==> src/rtl/mavg_pkg.sv <==
`timescale 1ns / 1ps
// ----------------------------------------------------------------------------
// mavg_pkg
// Shared widths, constants and controller/datapath interface types for the
// moving average filter.
// ----------------------------------------------------------------------------
package mavg_pkg;

    localparam int SAMPLE_W     = 16;
    localparam int WIN_W        = 10;
    localparam int WINDOW_RESET = 20;

    typedef struct packed {
        logic capture;   // latch incoming sample, start store read
        logic update;    // write store, update running sum, load divider
        logic div_step;  // one restoring divide step
        logic out_load;  // move quotient into output register
    } mavg_cmd_t;

    typedef struct packed {
        logic out_free;  // output register empty or being drained
    } mavg_status_t;

endpackage

==> src/rtl/mavg_ctrl.sv <==
`timescale 1ns / 1ps
// ----------------------------------------------------------------------------
// mavg_ctrl
// Sequencer: accept, store update, iterative divide, output hand-off.
// ----------------------------------------------------------------------------
module mavg_ctrl #(
    parameter int DIV_STEPS = 26
) (
    input  logic                    aclk,
    input  logic                    aresetn,
    input  logic                    s_tvalid,
    output logic                    s_tready,
    input  mavg_pkg::mavg_status_t  status,
    output mavg_pkg::mavg_cmd_t     cmd
);
    import mavg_pkg::*;

    localparam int CNT_W = $clog2(DIV_STEPS);

    localparam logic [1:0] ST_IDLE   = 2'd0;
    localparam logic [1:0] ST_UPDATE = 2'd1;
    localparam logic [1:0] ST_DIV    = 2'd2;
    localparam logic [1:0] ST_DONE   = 2'd3;

    logic [1:0]       state_reg, state_next;
    logic [CNT_W-1:0] cnt_reg, cnt_next;

    assign s_tready = (state_reg == ST_IDLE);

    always_comb begin
        state_next   = state_reg;
        cnt_next     = cnt_reg;
        cmd          = '0;
        case (state_reg)
            ST_IDLE: begin
                if (s_tvalid) begin
                    cmd.capture = 1'b1;
                    state_next  = ST_UPDATE;
                end
            end
            ST_UPDATE: begin
                cmd.update = 1'b1;
                cnt_next   = CNT_W'(DIV_STEPS - 1);
                state_next = ST_DIV;
            end
            ST_DIV: begin
                cmd.div_step = 1'b1;
                if (cnt_reg == '0) begin
                    state_next = ST_DONE;
                end else begin
                    cnt_next = cnt_reg - 1'b1;
                end
            end
            ST_DONE: begin
                if (status.out_free) begin
                    cmd.out_load = 1'b1;
                    state_next   = ST_IDLE;
                end
            end
            default: begin
                state_next = ST_IDLE;
            end
        endcase
    end

    always_ff @(posedge aclk) begin
        if (!aresetn) begin
            state_reg <= ST_IDLE;
            cnt_reg   <= '0;
        end else begin
            state_reg <= state_next;
            cnt_reg   <= cnt_next;
        end
    end

endmodule

==> config.mk <==
export PLATFORM = sky130hd
export DESIGN_NAME = mavg_ctrl
export DESIGN_NICKNAME = d
export VERILOG_FILES = /design/src/rtl/mavg_pkg.sv /design/src/rtl/mavg_ctrl.sv
export SDC_FILE = /design/constraint.sdc
export NUM_CORES = 1
export LEC_CHECK = 0
export BUFFER_PORTS_ARGS = -buffer_cell sky130_fd_sc_hd__buf_2
export CORE_MARGIN = 2
export CORE_UTILIZATION = 34
export CTS_CLUSTER_DIAMETER = 40
export DETAILED_ROUTE_END_ITERATION = 16
export PLACE_DENSITY = 0.59
export REMOVE_ABC_BUFFERS = 1
export SKIP_LAST_GASP = 1
export SLEW_MARGIN = 30
export SYNTH_ARGS = -nofsm -noshare
export SYNTH_HDL_FRONTEND = slang
export SYNTH_SLANG_ARGS = --single-unit
==> constraint.sdc <==
create_clock -name aclk -period 2.2 [get_ports aclk]
set_input_delay 0.22 -clock aclk [delete_from_list [all_inputs] [get_ports aclk]]
set_output_delay 0.22 -clock aclk [all_outputs]
set_load 0.02 [all_outputs]
==> out/metrics.yaml <==
global_routing:
  grt_pass1_vias: 328
  grt_usage: 0.138
  grt_antenna_before_repair: 0
  grt_max_degree: 14
  grt-ovfl-total: 0
  grt_pass1_wl_microns: 1380
sta:
  hold_viol: 0
  rsz0062_at_grt: "no"
  setup_violations: 0
  fin_skew_ps: 1.73
  worstMarginPinSlew_ps: 482
  period_minus_slack_ps: 1890
  period_share: 0.858
  slew_violations: 0
  fmax_mhz: 530
  slew_headroom: 0.679
  tns_ps: 0
layout:
  fin_util: 0.413
  final_area_sq_um: 524
  largest_register_ffs: 5
  num-nets-final: 72
  fillers: 137
  layout-drive-gt1-share: 0.180
  n_antenna_cell: 0
  areaGrowthSynthToFinish_pct: 16.1
  final_cells: 76
placed_design:
  placed_cell_area_sq_um: 498
  io_buffer_count: 8
  dp_hpwl_microns: 611
  dp.cells: 72
  gp_congestion: 0.691
critical_path:
  cp_data_required_time_ps: 2390
  cp.arrival_ps: 2070
  critPathKind: "reg2reg"
  end_kind: "flip-flop"
  cp_max_fo: 7
  critPathLaunchType: "flip-flop"
routing:
  routed-wl-met2_microns: 375
  wl_met3_microns: 31
  drt-initial-drc-count: 4
  final_antenna_net_count: 0
  routedWlPerCell_microns: 10.7
  drc_errors: 0
  top_layer: "met4"
  wl_microns: 811
  first_pass_iters: 3
  vias: 376
  wl_met1_microns: 379
  via_per_inst: 4.95
hold_path:
  holdCritPathClass: "in2reg"
floorplan:
  start_util: 0.356
  design.core.area_sq_um: 1270
  io_pins: 9
  die_y_microns: 40.5
  placementRows: 13
  die_area_sq_um: 1640
  die_width_microns: 40.5
logic_synthesis:
  ys_warn_count: 0
  synth.distinct_cells: 23
  ys.flop_type: "dfxtp_1"
  yosys.area.top_type_share: 0.310
  yosysSeqAreaShare: 0.310
  synth_edf_count: 0
  yosys-top-cells-count: "dfxtp_1 (7), ha_1 (6), inv_1 (6)"
  synthTopCellsByArea: "dfxtp_1 (31%), ha_1 (17%), mux2i_1 (6.6%), inv_1 (5.0%), a211o_1 (3.9%)"
  syn-cell-area_sq_um: 452
  yosysMostFrequentCell: "dfxtp_1"
  synth_seq_cells: 7
  synth.avg_cell_area_sq_um: 8.69
  async_reset_ff_frac: 0
  yosys.area.top_type: "dfxtp_1"
  synth_cells: 52
power:
  vdd_ir_drop_max_uv: 588
  power.total_uw: 753
  p_leak_uw: 0.000256
  cellPowerDensity_nw_per_um2: 1440
cts:
  cts_resized: 0
  cts_setup_buffers: 0
  cts_num_sinks: 7
  cts_tree: "yes"
  clk_pin_slew_ps: 50
  cts-buffers-inserted: 3
  clockBufferDepth: 2
  clock_latency_ps: 260
  cts_root_buf: "clkbuf_4"
  hold_buffers: 0
  htreeDepth: 1
status:
  status: "complete, no violations"
run:
  max-cap-violations: 0
==> placed cells by master, fill, tap and decap left out, drive strengths merged, types with 2 or more instances in the layout <==
master,n
nor3,2
ha,6
clkbuf,4
and3,2
nand2,4
inv,6
dfxtp,7
a21boi,2
a211o,2
nand3,3
nand2b,2
o31ai,2
mux2i,3
buf,8
and2,2
==> metrics by stage <==
step	hold WS [ps]	worst slack (ps)
finish	288	313
CTS	283	291
global placement	468	331
detailed placement	475	302
global route	282	191
floorplan	351	443
==> cell type report <==
type	instances	area, sq um	area share
clock buffers	4	26.3	0.0501
well taps	15	18.8	0.0358
flip-flops and latches	7	140	0.267
repair buffers	8	40.0	0.0764
inverters	6	22.5	0.0430
multi-input cells	36	277	0.527
==> per-layer routing <==
layer,global-route usage,up-vias
li1,-,198
met1,0.142,168
met2,0.202,5
met3,0.0833,5
met4,0.100,0
met5,0,-
==> critical path, cell delays in order (launching register included) <==
cell and delay, ps:
dfxtp_1 320, inv_1 60, ha_1 170, or4b_1 580
a222oi_1 460, mux2i_1 230
==> where the power goes <==
part,switching [uW],total [uW],leakage [uW],internal [uW]
combinational,241,411,0.000184,170
sequential,44.4,222,0.0000575,178
clock,50.3,120,0.0000150,69.4
==> final timing paths <==
kind	startpoint	end	slack, ps	cells past startpoint
max	cnt_reg[0]	state_reg[1]	310	5
min	aresetn	cnt_reg[3]	290	3
max reg2reg	cnt_reg[0]	state_reg[1]	310	5
min reg2reg	cnt_reg[4]	cnt_reg[4]	480	2
==> logic make-up (layout without fill, tap and decap cells) <==
| logic type | Yosys count | in the layout | synth area share |
|---|---|---|---|
| muxes | 3 | 3 | 0.0665 |
| DFF | 7 | 7 | 0.310 |
| buffers and inverters | 9 | 18 | 0.0775 |
| and+or+nand+nor | 18 | 18 | 0.224 |
| AOI/OAI and AO/OA | 9 | 9 | 0.155 |
| adders and majority gates | 6 | 6 | 0.166 |
No activity file was read; power rests on OpenSTA's default activity.
